==> config.mk <==
export PLATFORM = sky130hd
export DESIGN_NAME = ple_cell
export DESIGN_NICKNAME = d
export VERILOG_FILES = /design/src/design/ple_pkg.sv /design/src/design/ple_cell.sv
export SDC_FILE = /design/constraint.sdc
export NUM_CORES = 1
export LEC_CHECK = 0
export BUFFER_PORTS_ARGS = -buffer_cell sky130_fd_sc_hd__clkbuf_2
export CAP_MARGIN = 20
export CORE_AREA = 8 8 106 60
export CTS_CLUSTER_SIZE = 24
export DETAILED_ROUTE_END_ITERATION = 16
export DIE_AREA = 0 0 114 68
export GPL_TIMING_DRIVEN = 1
export HOLD_SLACK_MARGIN = 0.1
export PLACE_DENSITY_LB_ADDON = 0.15
export SLEW_MARGIN = 20
export SYNTH_ARGS = -nofsm -noshare
export SYNTH_HDL_FRONTEND = slang
export SYNTH_SLANG_ARGS = --single-unit
==> constraint.sdc <==
create_clock -name i_clk -period 2.2 [get_ports i_clk]
set_input_delay 0.22 -clock i_clk [delete_from_list [all_inputs] [get_ports i_clk]]
set_output_delay 0.22 -clock i_clk [all_outputs]
set_load 0.05 [all_outputs]
==> src/design/ple_pkg.sv <==
package ple_pkg;

    localparam int DATA_W = 32;
    localparam int ACT_W  = 3;
    localparam int POS_W  = 7;
    localparam int ST_W   = 2;

    localparam logic [ACT_W-1:0] ACT_READ      = 3'd0;
    localparam logic [ACT_W-1:0] ACT_INS_FRONT = 3'd1;
    localparam logic [ACT_W-1:0] ACT_INS_AT    = 3'd2;
    localparam logic [ACT_W-1:0] ACT_DEL_FRONT = 3'd3;
    localparam logic [ACT_W-1:0] ACT_DEL_END   = 3'd4;
    localparam logic [ACT_W-1:0] ACT_DEL_AT    = 3'd5;

    localparam logic [ST_W-1:0] ST_OK     = 2'd0;
    localparam logic [ST_W-1:0] ST_BADPOS = 2'd1;
    localparam logic [ST_W-1:0] ST_FULL   = 2'd2;
    localparam logic [ST_W-1:0] ST_EMPTY  = 2'd3;

    typedef logic signed [DATA_W-1:0] t_data;

    typedef struct packed {
        logic [ACT_W-1:0]         action;
        logic signed [DATA_W-1:0] value;
        logic [POS_W-1:0]         position;
    } t_req;

    typedef struct packed {
        logic signed [DATA_W-1:0] read_value;
        logic [ST_W-1:0]          status;
        logic [POS_W-1:0]         length;
    } t_rsp;

    // broadcast to every cell along with the position
    typedef struct packed {
        logic  ins;
        logic  del;
        t_data value;
    } t_cell_ctl;

endpackage

==> src/design/ple_cell.sv <==
module ple_cell #(
    parameter int IW  = 6,
    parameter int IDX = 0
) (
    input  logic              i_clk,
    input  ple_pkg::t_cell_ctl i_ctl,
    input  logic [IW-1:0]     i_pos,
    input  ple_pkg::t_data    i_left,
    input  ple_pkg::t_data    i_right,
    output ple_pkg::t_data    o_val,
    output ple_pkg::t_data    o_tap
);

    localparam logic [IW-1:0] MY_IDX = IW'(IDX);

    ple_pkg::t_data r_val;

    always_ff @(posedge i_clk) begin
        if (i_ctl.ins) begin
            if (MY_IDX > i_pos) begin
                r_val <= i_left;
            end else if (MY_IDX == i_pos) begin
                r_val <= i_ctl.value;
            end
        end else if (i_ctl.del) begin
            if (MY_IDX >= i_pos) begin
                r_val <= i_right;
            end
        end
    end

    assign o_val = r_val;
    assign o_tap = (MY_IDX == i_pos) ? r_val : '0;

endmodule

### Word-level counts from Yosys, hierarchy flattened

Index checks and enable logic that the tools add are counted.

* order comparisons: 2
* equality and inequality tests: 1
* mux-type cells: 6
* reduce and logical (&&, ||, !) cells: 4

Operators by type and width (count)
* $mux 32: 6
* $ge 1x6->1 const A: 1
* $gt 1x6->1 const A: 1
* $logic_not 6->1: 1
* $reduce_bool 2->1: 2
* $ne 3x1->1 const B: 1
* $reduce_and 3->1: 1

* register bits after elaboration: 32
* output and inout bits: 64
* logic and storage cells: 14

### Logic depth before layout (Yosys ltp)

* word-level depth: 4
* depth in mapped cells: 3
* mapped depth without buffers: 2

### Worst setup path before layout

Ideal clock, no wire load.

* kind: input -> register
* from: input i_pos[3]
* to: register r_val[0], in the netlist o_val[0], enable pin
* arrival time: 1515 ps
* slack: 298 ps
* stages: 3
* cells stage by stage: nor4_4 > buf_6 > o211a_1

* word-level cells in the longest chain between the ends: 3
* elaborated cells on any way between the ends: 6
* those cells by class: order compare: 2; eq/ne: 1; reduce/logical: 3

Ends and longest elaborated chain
* start: declaration: line ple_cell.sv:7 `input logic [IW-1:0] i_pos,`
* $gt 1x6->1, or another cell as far along: line ple_cell.sv:20 `if (MY_IDX > i_pos) begin`
* $ne 3x1->1 (no line) or $reduce_bool 2->1 (tied branches)
* $reduce_and 3->1 (no line) *
* end signal: assignment: line ple_cell.sv:21 `r_val <= i_left;`
* end signal: assignment: line ple_cell.sv:23 `r_val <= i_ctl.value;`
* end signal: assignment: line ple_cell.sv:27 `r_val <= i_right;`
* end: declaration: line ple_cell.sv:16 `ple_pkg::t_data r_val;`

Every way passes the cells marked *; elsewhere a longest branch is shown, timed or not.
A chain may end at the register's enable or synchronous reset.

### Worst setup path after layout

* from: input i_pos[3]
* to: output o_tap[15]

* word-level cells in the longest chain between the ends: 2

Ends and longest elaborated chain
* $logic_not 6->1: line ple_cell.sv:33 `assign o_tap = (MY_IDX == i_pos) ? r_val : '0;`
* $mux 32: line ple_cell.sv:33
* end: declaration: line ple_cell.sv:11 `output ple_pkg::t_data o_tap`

No other way between the ends.

==> metrics list <==
- Clock tree synthesis inserted a total of 5 buffers.
- The register with the most flip-flops in the layout has 32 of them.
* Worst supply voltage drop on vdd: 0.0001799 V
- The Yosys step of the flow raised 0 warnings.
* Final number of max-transition violations: 0
- The cell count after synthesis came out at 109.
* Drt wl/cell: 16.49 um
- In this run the deepest clock path goes through 2 buffers.
* Number of search-and-repair iterations in the first detailed-routing pass: 4
- Synthesis inferred 32 register bits.
* Post-synthesis area per instance: 14.91 um2
* Total via count after detailed routing: 1434
- At the pin with the least slew margin, the transition time is 454.7 ps.
- Setup repair after global routing left no endpoint under its margin.
* Leak: 1.276 nW
- Setup Fix Bufs, Post-CTS: 0
- Synthesized net count: 214
- Type of the most critical hold path: input port to register
- Maximum achievable frequency: 0.6108 GHz
- On the critical path the largest part of the delay comes from buffers and inverters.
* Count of pins on the block boundary: 169
* Total Routed Length: 5294 um
- Power Dens Cells: 519.8 nW/um2
* Most common library cell in the layout ignoring fill and taps: sky130_fd_sc_hd__clkbuf_2
- The synthesized netlist occupies a cell area of 1625 um2.
- The H-tree was split into 2 levels.
- After layout, the worst path uses 74.42% of the clock period.
* # port buffers: 136
* Largest fanout of any net on the critical path: 18
* Maximum cell stage delay along the critical path: 360 ps
- Worst setup SP type: input port
- Routed signal wires occupy layers up through met4.
* Headroom to the max-slew limit: 69.69%
* Die height: 68 um
- Post_cts resized: 0
- After detailed routing, the met2 layer carries 2375 um of wire.
- For this run, design rule violations remaining after detail routing come to 0.
* Post-DRT Antenna Nets: 0
- Total overflow reported by the global router: 0
* Antenna violations before repair: 0
* Routed wl met3: 455 um
- From synthesis to final layout, the design area changed by 51.89%.
* Post-detailed-route via-to-cell ratio: 4.467
- The detailed router put a total of 2432 um of wire on met1.
- Summed over all failing endpoints, the final setup total negative slack is 0 ps.
- Die area: 7752 um2
- Critical Path Sink Type: output port
* Critical path type: input port to output port
- Bufs and invs on worst path: 3
- Vias in the first global route: 1511
- Proportion of layout cells with a drive suffix above 1: 74.19%
* Starting density of the core: 32.25%
- Fill cells in the final layout number 497.
- In this run the standard cell core region covers 5040 um2.
- The run finished with clean final reports.
- Detailed placement ended at an HPWL of 4249 um.
* Most used cell, CP: sky130_fd_sc_hd__clkbuf_2
* First DRT Iteration DRCs: 41
- Die boundary width: 114 um
- Cell variety after synth: 10
- The repair_antennas step left the layout with diodes totalling 0.
* Min cycle time layout: 1637 ps
* Leading cell types in the layout, fill and taps excluded: 136 x sky130_fd_sc_hd__clkbuf_2, 32 x sky130_fd_sc_hd__mux2_2, 32 x sky130_fd_sc_hd__edfxtp_1, 29 x sky130_fd_sc_hd__and3_1
* Clock-pin slew on the worst setup and hold paths: 70 ps
- The largest individual stage delay along the critical path comes from the cell sky130_fd_sc_hd__nor4_4.
- The floorplan has 19 rows.
* CTS tree: yes
* Pin count of the biggest net entering global routing: 34
* Required time of the critical path: 1980 ps
- The number of hold violations in the final report was 0.
* Final setup violation count: 0
- Clock sinks: 32
- RePlAce Congestion: 0.7117
- The final layout contains 353 nets.
* Critical-path cell list: clkbuf_2 > nor4_4 > buf_4 > and3_1 > clkbuf_2
- Global-route wire length before repair: 7983 um
- Post-layout total power: 1.283 mW
- CTS Hold Buffers Added: 0
- Buffer type at the clock tree root: sky130_fd_sc_hd__clkbuf_8
- Global routing usage summed across all routing layers: 13.38%
- Worst path arrival time: 1420 ps
* Share of the yosys chip area belonging to registers: 59.12%
- Max-cap violations in this run came to 0.
[metrics by stage]
step | utilization [%] | hold slack [ps] | area [um2] | instances | worst slack, ps
floorplan | - | 439.8 | 1625 | 109 | 297.7
global placement | 47.47 | 522.8 | 2392 | 314 | 561.2
detailed placement | 47.47 | 525.6 | 2392 | 314 | 547.6
CTS | 48.98 | 233.5 | 2469 | 321 | 547.0
global route | 48.98 | 234.0 | 2469 | 321 | 440.9
finish | 48.98 | 242.3 | 2469 | 321 | 562.8
[where the power goes]
part | total [mW] | switching, mW | internal, mW | leakage [nW]
Clock | 0.411 | 0.202 | 0.208 | 0.0391
Sequential | 0.685 | 0.00279 | 0.682 | 0.288
Combinational | 0.188 | 0.0880 | 0.0998 | 0.949
[cell type report]
| cell class | count | area (um2) | share of cell area, % |
|---|---|---|---|
| tap | 73 | 91.34 | 3.700 |
| clock buffer | 5 | 68.82 | 2.788 |
| multi-input combinational | 67 | 601.8 | 24.38 |
| clock inverter | 2 | 7.507 | 0.3041 |
| timing repair buffer | 142 | 738.2 | 29.90 |
| sequential | 32 | 960.9 | 38.93 |
[Yosys cell counts]
cell	count	share of area, %
sky130_fd_sc_hd__clkbuf_1	3	0.69
sky130_fd_sc_hd__buf_6	3	2.1
sky130_fd_sc_hd__mux2_2	32	22
sky130_fd_sc_hd__nor4_4	1	1.3
sky130_fd_sc_hd__o211a_1	1	0.62
sky130_fd_sc_hd__buf_2	4	1.2
sky130_fd_sc_hd__nor2_1	1	0.23
sky130_fd_sc_hd__and3_2	3	1.4
sky130_fd_sc_hd__edfxtp_1	32	59
sky130_fd_sc_hd__and3_1	29	11
[kinds of logic after synthesis]
logic type | Yosys count | share of synthesized area [%]
AND/OR/NAND/NOR | 34 | 14.09
flip-flops | 32 | 59.12
AO/OA/AOI/OAI | 1 | 0.6159
buffers and inverters | 10 | 4.003
multiplexers | 32 | 22.17
[routing by layer]
metal | global-route usage, % | vias up
met2 | 20.63 | 64
li1 | - | 696
met4 | 4.105 | 0
met1 | 16.85 | 672
met3 | 5.722 | 2
met5 | 0 | -
[path summary, 6_finish.rpt]
check,endpoint,depth (start not counted),from
worst max-delay path,o_tap[15],5,i_pos[3]
worst min-delay path,o_val[24],2,i_right[24]
No activity file was read; power rests on OpenSTA's default activity.
